`config.mk`:
```
export PLATFORM = sky130hd
export DESIGN_NAME = tlr_front
export DESIGN_NICKNAME = d
export VERILOG_FILES = /design/src/rtl/tlr_pkg.sv /design/src/rtl/tlr_front.sv
export SDC_FILE = /design/constraint.sdc
export NUM_CORES = 1
export LEC_CHECK = 0
export BUFFER_PORTS_ARGS = -buffer_cell sky130_fd_sc_hd__buf_2
export CELL_PAD_IN_SITES_DETAIL_PLACEMENT = 1
export CELL_PAD_IN_SITES_GLOBAL_PLACEMENT = 1
export CORE_MARGIN = 2
export CORE_UTILIZATION = 25
export CTS_BUF_LIST = sky130_fd_sc_hd__clkbuf_16
export DETAILED_ROUTE_END_ITERATION = 6
export MAX_ROUTING_LAYER = met4
export PLACE_DENSITY_LB_ADDON = 0.1
export SETUP_SLACK_MARGIN = 0.3
export SLEW_MARGIN = 25
export SYNTH_ARGS = -nofsm -noshare
export SYNTH_HDL_FRONTEND = slang
export SYNTH_SLANG_ARGS = --single-unit
```
`constraint.sdc`:
```
create_clock -name clk -period 5.2 [get_ports clk]
set_input_delay 0.26 -clock clk [delete_from_list [all_inputs] [get_ports clk]]
set_output_delay 0.26 -clock clk [all_outputs]
set_load 0.05 [all_outputs]
```
`src/rtl/tlr_pkg.sv`:
```
// Types, codes and constants of the thick line rasteriser.
// No dependencies; imported by the front end, back end and top level.
package tlr_pkg;

	localparam int TLR_MAX_ROWS       = 256;
	localparam int TLR_MAX_COLS       = 256;
	localparam int TLR_MAX_LINE_WIDTH = 31;

	localparam int DIM_W  = 13;	// clamped image bound, up to 8191
	localparam int HALF_W = 7;	// brush half-width, up to 127
	localparam int PIX_W  = 24;

	localparam logic [1:0] OP_DRAW  = 2'd0;
	localparam logic [1:0] OP_WRITE = 2'd1;
	localparam logic [1:0] OP_READ  = 2'd2;
	localparam logic [1:0] OP_NONE  = 2'd3;

	localparam logic [1:0] REG_COLOR  = 2'd0;
	localparam logic [1:0] REG_LWIDTH = 2'd1;
	localparam logic [1:0] REG_HEIGHT = 2'd2;
	localparam logic [1:0] REG_WIDTH  = 2'd3;

	typedef struct packed {
		logic [1:0]         cmd;
		logic signed [11:0] start_col;
		logic signed [11:0] start_row;
		logic signed [11:0] end_col;
		logic signed [11:0] end_row;
		logic [23:0]        pixel_in;
	} tlr_item_t;

	typedef struct packed {
		logic [23:0] pixel_out;
		logic        status;
	} tlr_result_t;

	// Classified command. Accesses use a1 as row, b1 as column.
	typedef struct packed {
		logic [1:0]         op;
		logic               oob;
		logic               col_major;
		logic signed [11:0] a1;
		logic signed [11:0] b1;
		logic signed [11:0] lo;
		logic signed [11:0] hi;
		logic signed [12:0] dmaj;
		logic signed [12:0] dmin;
		logic [23:0]        pixel;
	} tlr_op_t;

endpackage

```
`src/rtl/tlr_front.sv`:
```
// Front end: takes items, classifies them and queues them for the back end.
// Depends on tlr_pkg.
module tlr_front (
	input  logic                       clk,
	input  logic                       arst_n,
	input  logic                       push,
	output logic                       full,
	input  tlr_pkg::tlr_item_t         item,
	input  logic [tlr_pkg::DIM_W-1:0]  rows_lim,
	input  logic [tlr_pkg::DIM_W-1:0]  cols_lim,
	output logic                       op_valid,
	input  logic                       op_ready,
	output tlr_pkg::tlr_op_t           op
);
	import tlr_pkg::*;

	tlr_op_t            cls;
	tlr_op_t            fifo_q [2];
	logic               wr_ptr_q, rd_ptr_q;
	logic [1:0]         count_q;
	logic signed [12:0] dr, dc;
	logic [12:0]        adr, adc;
	logic signed [13:0] sr_x, sc_x, h_x, w_x;
	logic               do_push, do_pop;

	always_comb begin
		dr   = 13'(item.end_row) - 13'(item.start_row);
		dc   = 13'(item.end_col) - 13'(item.start_col);
		adr  = dr < 0 ? 13'(-dr) : 13'(dr);
		adc  = dc < 0 ? 13'(-dc) : 13'(dc);
		sr_x = 14'(item.start_row);
		sc_x = 14'(item.start_col);
		h_x  = $signed({1'b0, rows_lim});
		w_x  = $signed({1'b0, cols_lim});

		cls           = '0;
		cls.op        = item.cmd;
		cls.pixel     = item.pixel_in;
		cls.col_major = adr < adc;
		unique case (item.cmd)
			OP_DRAW: begin
				if (adr < adc) begin
					cls.a1   = item.start_col;
					cls.b1   = item.start_row;
					cls.dmaj = dc;
					cls.dmin = dr;
					cls.lo   = item.start_col < item.end_col ? item.start_col : item.end_col;
					cls.hi   = item.start_col < item.end_col ? item.end_col : item.start_col;
				end else begin
					cls.a1   = item.start_row;
					cls.b1   = item.start_col;
					cls.dmaj = dr;
					cls.dmin = dc;
					cls.lo   = item.start_row < item.end_row ? item.start_row : item.end_row;
					cls.hi   = item.start_row < item.end_row ? item.end_row : item.start_row;
				end
			end
			OP_WRITE, OP_READ: begin
				cls.a1  = item.start_row;
				cls.b1  = item.start_col;
				cls.oob = sr_x < 0 || sc_x < 0 || sr_x >= h_x || sc_x >= w_x;
			end
			default: cls.op = OP_NONE;
		endcase
	end

	assign full     = count_q == 2'd2;
	assign op_valid = count_q != 2'd0;
	assign op       = fifo_q[rd_ptr_q];
	assign do_push  = push && !full;
	assign do_pop   = op_valid && op_ready;

	always_ff @(posedge clk or negedge arst_n) begin
		if (!arst_n) begin
			wr_ptr_q <= 1'b0;
			rd_ptr_q <= 1'b0;
			count_q  <= 2'd0;
		end else begin
			if (do_push) wr_ptr_q <= !wr_ptr_q;
			if (do_pop) rd_ptr_q <= !rd_ptr_q;
			count_q <= count_q + 2'(do_push) - 2'(do_pop);
		end
	end

	always_ff @(posedge clk) begin
		if (do_push) fifo_q[wr_ptr_q] <= cls;
	end

endmodule

```
==> metrics, run 1 <==
Mapped Nets=1,156; total net switching power=3.83 mW; placeable core region=47,700 um2; post-route non-filler standard cell count=1,861; CP Data Arrival Time=4.68 ns; number of buffers added for setup after CTS=0; antenna violations before repair=1; number of synthesized flops with an enable pin=204; share of final-layout standard cells stronger than drive strength 1=35.0%; switching share of power=44.3%; H-tree level count=1; Post-synth top flop=sky130_fd_sc_hd__edfxtp_1; via count=8,938; GR Util met3=2.53%; Cell Count Post-Placement=1,790; number of core rows=80; Max IR drop VDD=0.224 mV; CTS tree=done; number of CTS-inserted buffers=25; Avg Cell Area, Syn=12.3 um2; violation count after the first detailed-route iteration=419; final critical delay including setup and external delays=4.40 ns; final estimated routing congestion in global placement=0.799; kind of capture point of the worst setup path=flop; clock latency on the worst-skew pair=0.56 ns; status=finished clean; initial cell density of the core=25.3%; total of endpoints with negative setup slack in the final report=0; post-detailed-placement half-perimeter wirelength=30,200 um; total power after layout=8.65 mW; reported max-cap violation count=0; total global routing track utilization=16.3%; setup skew after layout=0.00981 ns; WP data required=5.47 ns; quantity of I/O buffers inserted on ports=207; part of the cycle the worst path needs=84.6%; power per cell area=571 nW/um2; remaining routing DRC violations=0; slack of the worst reg-to-reg path=3.17 ns; Worst-path clk slew=0.06 ns; measured slew at the worst slew-check pin=0.993 ns; most area-hungry cell type in the Yosys netlist=sky130_fd_sc_hd__edfxtp_1; final count of hold timing violations=0; clock sink count=208; maximum fanout along the worst path=28; Core Util, Final=31.7%; most common cell after layout, fill and taps aside=sky130_fd_sc_hd__buf_2; via count of the first global-routing pass=9,301; setup repair after global routing missed its margin=false; fraction of post-synthesis cell area in the top cell type by area=50.7%; met2 track demand over resource=25.8%; GRT Residual Overflow=0; largest net degree at the start of global routing=103; post-synthesis sequential area ratio=51.5%; count of final max-slew check failures=0; flip-flop and latch count after synthesis=208; async set-reset flop share out of synthesis=1.92%; die outline area=50,100 um2; root cell of the clock tree=sky130_fd_sc_hd__clkbuf_16; combined area of all synthesized cells=12,100 um2; top post-synthesis cells by area=sky130_fd_sc_hd__edfxtp_1 (51%), sky130_fd_sc_hd__mux2_2 (10%), sky130_fd_sc_hd__ha_1 (7.1%); critical path type=input port to flop; number of nets in the layout=1,402; width of the die=224 um; Multi-input gate area=5420 um2; Clock Power Share=21.2%; layout overhead on the synthesized area=25.3%; footprint of the flip-flops and latches=6230 um2; Detail Route Antenna Nets=0; routed via count divided by cell count=4.80; met1 GRT Util=22.2%; aggregate negative setup slack=0 ns; top library cells by usage in the layout, fill and taps aside=sky130_fd_sc_hd__buf_2 (207), sky130_fd_sc_hd__edfxtp_1 (204), sky130_fd_sc_hd__mux2_2 (110), sky130_fd_sc_hd__nor2_1 (86), sky130_fd_sc_hd__ha_1 (68); Reg power frac=29.4%; DR pass1 iterations=6; Clock Path Buffers=3; filler cell count=5,215; design internal power=4.82 mW; Netlist cell types=67; Slew Limit Headroom=33.8%; first-pass GRT wire length=59,600 um; Pleak=6.08 nW; vertical die dimension=224 um; type of the tightest min-delay check=input port to asynchronous set/reset pin; Ports=208; Most Crowded Layer GR=met2; proportion of power drawn by combinational gates=49.4%; total number of yosys warnings=0; post-detailed-routing wire length=40,300 um; Startpoint Class=input port; Highest Clock Rate=0.227 GHz; average wire per standard cell=21.6 um; gate count after technology mapping=981
path summary, 6_finish.rpt:
kind | from | depth (start not counted) | endpoint
worst max-delay path | item[53] | 18 | fifo_q[0][86]
worst min-delay path | arst_n | 2 | wr_ptr_q
worst max register to register | count_q[1] | 3 | fifo_q[1][43]
worst min register to register | count_q[1] | 1 | count_q[1]
max in group asynchronous | arst_n | 2 | rd_ptr_q
min in group clk | item[72] | 2 | fifo_q[1][100]
cells in the mapped netlist (3+ instances only):
cell,count
sky130_fd_sc_hd__a211o_1,5
sky130_fd_sc_hd__a211oi_1,8
sky130_fd_sc_hd__a21o_1,10
sky130_fd_sc_hd__a21oi_1,31
sky130_fd_sc_hd__a31oi_1,4
sky130_fd_sc_hd__a32o_1,22
sky130_fd_sc_hd__a41oi_1,3
sky130_fd_sc_hd__and3_1,3
sky130_fd_sc_hd__buf_1,7
sky130_fd_sc_hd__buf_2,10
sky130_fd_sc_hd__buf_6,3
sky130_fd_sc_hd__clkbuf_1,33
sky130_fd_sc_hd__dfrtp_1,4
sky130_fd_sc_hd__edfxtp_1,204
sky130_fd_sc_hd__ha_1,69
sky130_fd_sc_hd__inv_1,61
sky130_fd_sc_hd__mux2_2,110
sky130_fd_sc_hd__mux2i_1,37
sky130_fd_sc_hd__nand2_1,17
sky130_fd_sc_hd__nand2b_1,12
sky130_fd_sc_hd__nand3_1,9
sky130_fd_sc_hd__nand4_1,54
sky130_fd_sc_hd__nor2_1,87
sky130_fd_sc_hd__nor2b_1,8
sky130_fd_sc_hd__nor3_1,14
sky130_fd_sc_hd__o211ai_1,6
sky130_fd_sc_hd__o211ai_2,20
sky130_fd_sc_hd__o21a_1,11
sky130_fd_sc_hd__o21ai_0,27
sky130_fd_sc_hd__o21ai_1,3
sky130_fd_sc_hd__o22ai_1,4
sky130_fd_sc_hd__o31a_1,4
sky130_fd_sc_hd__o31ai_1,3
sky130_fd_sc_hd__or2_2,4
sky130_fd_sc_hd__xnor2_1,17
sky130_fd_sc_hd__xor2_1,18
routing by layer:
layer	vias to the layer above	share of wire [%]	routed length (um)
li1	4233	-	-
met1	4455	47	19000
met2	208	47	18900
met3	42	4.1	1650
met4	0	1.8	735
met5	-	0	0
stage by stage:
stage | hold slack (ns) | worst slack, ns | cell area [um2]
2_1_floorplan | -0.0356 | 0.980 | 12100
3_3_place_gp | 0.0791 | 0.265 | 14000
3_5_place_dp | 0.0795 | 0.269 | 14000
4_1_cts | 0.00745 | 0.847 | 15100
5_1_grt | 0.0420 | 0.468 | 15100
6_report | 0.0393 | 0.799 | 15100
kinds of logic after synthesis:
| logic type | share of synthesized area [%] |
|---|---|
| DFF | 51.5 |
| muxes | 13.3 |
| buffers and inverters | 3.86 |
| adders and majority gates | 7.47 |
| xor gates and xnor gates | 2.67 |
| AOI/OAI and AO/OA | 11.8 |
| and+or+nand+nor | 9.39 |
registers in the layout, summed over array words and instances (netlist names):
register,flops
count_q,2
rd_ptr_q,1
fifo_q,204
wr_ptr_q,1
layout make-up:
class / count / area share (%)
Sequential cell: 208 / 41.1
Multi-Input combinational cell: 658 / 35.8
Timing Repair Buffer: 272 / 10.8
Tap cell: 615 / 5.08
Clock buffer: 25 / 4.13
Inverter: 62 / 1.54
Clock inverter: 20 / 1.50
Antenna cell: 1 / 0.0165
power by group through the flow:
stage	Clock [mW]	Combinational, mW	Sequential [mW]
4_1_cts	1.90	4.36	2.55
6_report	1.84	4.27	2.54
3_3_place_gp	0	4.33	2.57
2_1_floorplan	0	3.17	2.54
5_1_grt	1.95	4.57	2.59
3_5_place_dp	0	4.33	2.58
worst max-delay path: stages:
cell and delay [ns]:
sky130_fd_sc_hd__buf_2 0.17, sky130_fd_sc_hd__inv_1 0.11, sky130_fd_sc_hd__ha_1 0.28, sky130_fd_sc_hd__or3_2 0.49, sky130_fd_sc_hd__o21ai_0 0.38, sky130_fd_sc_hd__a21boi_0 0.16
sky130_fd_sc_hd__o31a_1 0.46, sky130_fd_sc_hd__a41oi_1 0.26, sky130_fd_sc_hd__xnor2_1 0.17, sky130_fd_sc_hd__ha_1 0.28, sky130_fd_sc_hd__a21o_1 0.17, sky130_fd_sc_hd__a21o_1 0.17
sky130_fd_sc_hd__a21oi_1 0.13, sky130_fd_sc_hd__o21ai_0 0.15, sky130_fd_sc_hd__a21oi_4 0.31, sky130_fd_sc_hd__buf_4 0.36, sky130_fd_sc_hd__mux2i_1 0.21, sky130_fd_sc_hd__o21ai_0 0.15
timing repair:
| item | CTS | global route |
|---|---|---|
| hold endpoints to repair | 52 | 0 |
| gates resized for setup | 0 | 0 |
| hold buffers | 25 | 0 |
Note: power is estimated with default switching activity, not from simulation.
==> run 2: changes to the inputs <==
- clock period: 5.2 -> 3.92 ns (I/O delays scaled with it)
==> metrics, run 2 (synthesis gave the netlist of run 1 again) <==
status=finished clean; total non-filler cell area in the finished layout=17,300 um2; width of the die=224 um; measured slew at the worst slew-check pin=0.971 ns; root cell of the clock tree=sky130_fd_sc_hd__clkbuf_16; Pleak=7.14 nW; vertical die dimension=224 um; antenna violations before repair=1; slowest CP cell=sky130_fd_sc_hd__fa_2; critical path type=input port to flop; antenna diode instance count=0; setup repair after global routing missed its margin=true; slack of the worst reg-to-reg path=1.82 ns; Clock Power Share=19.1%; Startpoint Class=input port; Multi-input gate area=6000 um2; footprint of the flip-flops and latches=6230 um2; switching share of power=43.6%; count of final max-slew check failures=0; top library cells by usage in the layout, fill and taps aside=sky130_fd_sc_hd__edfxtp_1 (204), sky130_fd_sc_hd__buf_2 (204), sky130_fd_sc_hd__buf_4 (196), sky130_fd_sc_hd__mux2_2 (102), sky130_fd_sc_hd__nor2_1 (73); largest net degree at the start of global routing=77; H-tree level count=1; filler cell count=5,204; via count=9,677; proportion of power drawn by combinational gates=53.2%; remaining routing DRC violations=0; type of the tightest min-delay check=input port to flop; power per cell area=711 nW/um2; kind of capture point of the worst setup path=flop; post-route non-filler standard cell count=2,041; routed via count divided by cell count=4.74; number of CTS-inserted buffers=26; quantity of I/O buffers inserted on ports=207; Hold Slack=0.0362 ns; crit-path max cell delay=0.36 ns; share of final-layout standard cells stronger than drive strength 1=49.1%; GRT Residual Overflow=0; number of core rows=80; layout overhead on the synthesized area=43.2%; Ports=208; cells traversed along the worst timing path=buf_8 > inv_4 > ha_4 > fa_2 > nand2b_4 > a21oi_4 > o21ai_2 > or2_2 > o211a_1 > a41oi_2 > xor2_1 > ha_1 > a21o_1 > a21oi_2 > o21ai_2 > a21oi_4 > buf_4 > buf_12 > buf_12 > nand4_1 > o211ai_1; number of flip-flops under the largest register name=204; Cell Count Post-Placement=1,946; die outline area=50,100 um2; instance area at placement=15,500 um2; CP Data Arrival Time=3.88 ns; clock latency on the worst-skew pair=0.56 ns; Highest Clock Rate=0.283 GHz; violation count after the first detailed-route iteration=352; CTS tree=done; family with the most delay on the worst path=compound AO/OA/AOI/OAI gates; post-detailed-routing wire length=42,700 um; first-pass GRT wire length=61,900 um; total net switching power=5.37 mW; Max IR drop VDD=0.314 mV; number of nets in the layout=1,583; register with the most flip-flops=fifo_q; Slew Limit Headroom=35.2%; clock sink count=208; reported max-cap violation count=0; total global routing track utilization=16.9%; Clock Path Buffers=3; number of buffer and inverter instances along the worst setup path=5; initial cell density of the core=25.3%; maximum fanout along the worst path=21; largest registers ranked by flip-flop count=fifo_q (204), count_q (2); Detail Route Antenna Nets=0; placeable core region=47,700 um2; design internal power=6.94 mW; DR pass1 iterations=5; WP data required=4.26 ns; total power after layout=12.3 mW; part of the cycle the worst path needs=90.2%; final count of hold timing violations=0; average wire per standard cell=20.9 um; total of endpoints with negative setup slack in the final report=0; via count of the first global-routing pass=10,020; Worst-path clk slew=0.06 ns; final critical delay including setup and external delays=3.54 ns; final estimated routing congestion in global placement=0.815; post-detailed-placement half-perimeter wirelength=32,300 um; aggregate negative setup slack=0 ns; setup skew after layout=0.0102 ns; Reg power frac=27.7%
==> run 2: layer usage <==
metal,up-vias,track usage [%],share of wire (%)
li1,4605,-,-
met1,4868,23.0,48
met2,172,27.3,48
met3,32,2.05,2.8
met4,0,2.99,1.3
met5,-,-,0
==> run 2: worst reg2reg max path, stage by stage (launching register included) <==
cell                       delay (ns)
sky130_fd_sc_hd__dfrtp_1         0.36
sky130_fd_sc_hd__nand2b_1        0.17
sky130_fd_sc_hd__nand2_1         0.15
sky130_fd_sc_hd__nor2_4          0.68
sky130_fd_sc_hd__buf_4           0.41
==> run 2: worst paths after layout <==
check / to / cells past startpoint / from
worst max-delay path: fifo_q[0][51] / 21 / item[24]
worst min-delay path: wr_ptr_q / 3 / push
worst max register to register: fifo_q[0][19] / 4 / count_q[0]
worst min register to register: count_q[1] / 1 / count_q[1]
max in group asynchronous: rd_ptr_q / 3 / arst_n
min in group asynchronous: wr_ptr_q / 3 / arst_n
==> run 2: layout make-up <==
class,count,area share [%]
Inverter,62,1.43
Timing Repair Buffer,452,18.6
Multi-Input combinational cell,658,34.7
Tap cell,615,4.45
Sequential cell,208,36.0
Clock buffer,26,3.76
Clock inverter,20,1.07
==> run 2: what timing repair did <==
| action | in CTS | in global routing |
|---|---|---|
| gates cloned | 1 | 6 |
| setup buffers | 1 | 12 |
| endpoints found under the hold margin | 57 | 0 |
| hold buffers | 29 | 0 |
| endpoints found under the setup margin | 106 | 144 |
| pin swaps | 7 | 20 |
| gates resized for setup | 17 | 69 |
==> run 2: stage by stage <==
step / setup WS (ns) / util (%)
after detailed placement: -0.396 / 32.5
final: 0.384 / 36.3
after CTS: 0.329 / 35.0
after global routing: 0.232 / 36.3
after global placement: -0.367 / 32.5
after floorplan: 0.238 / -
==> run 2: power by group through the flow <==
stage                     sequential, mW  clock [mW]  combinational (mW)
final                               3.41        2.35                6.55
after global routing                3.47        2.51                6.96
after CTS                           3.42        2.43                6.30
after detailed placement            3.46           0                6.18
after global placement              3.44           0                6.18
after floorplan                     3.36           0                4.46
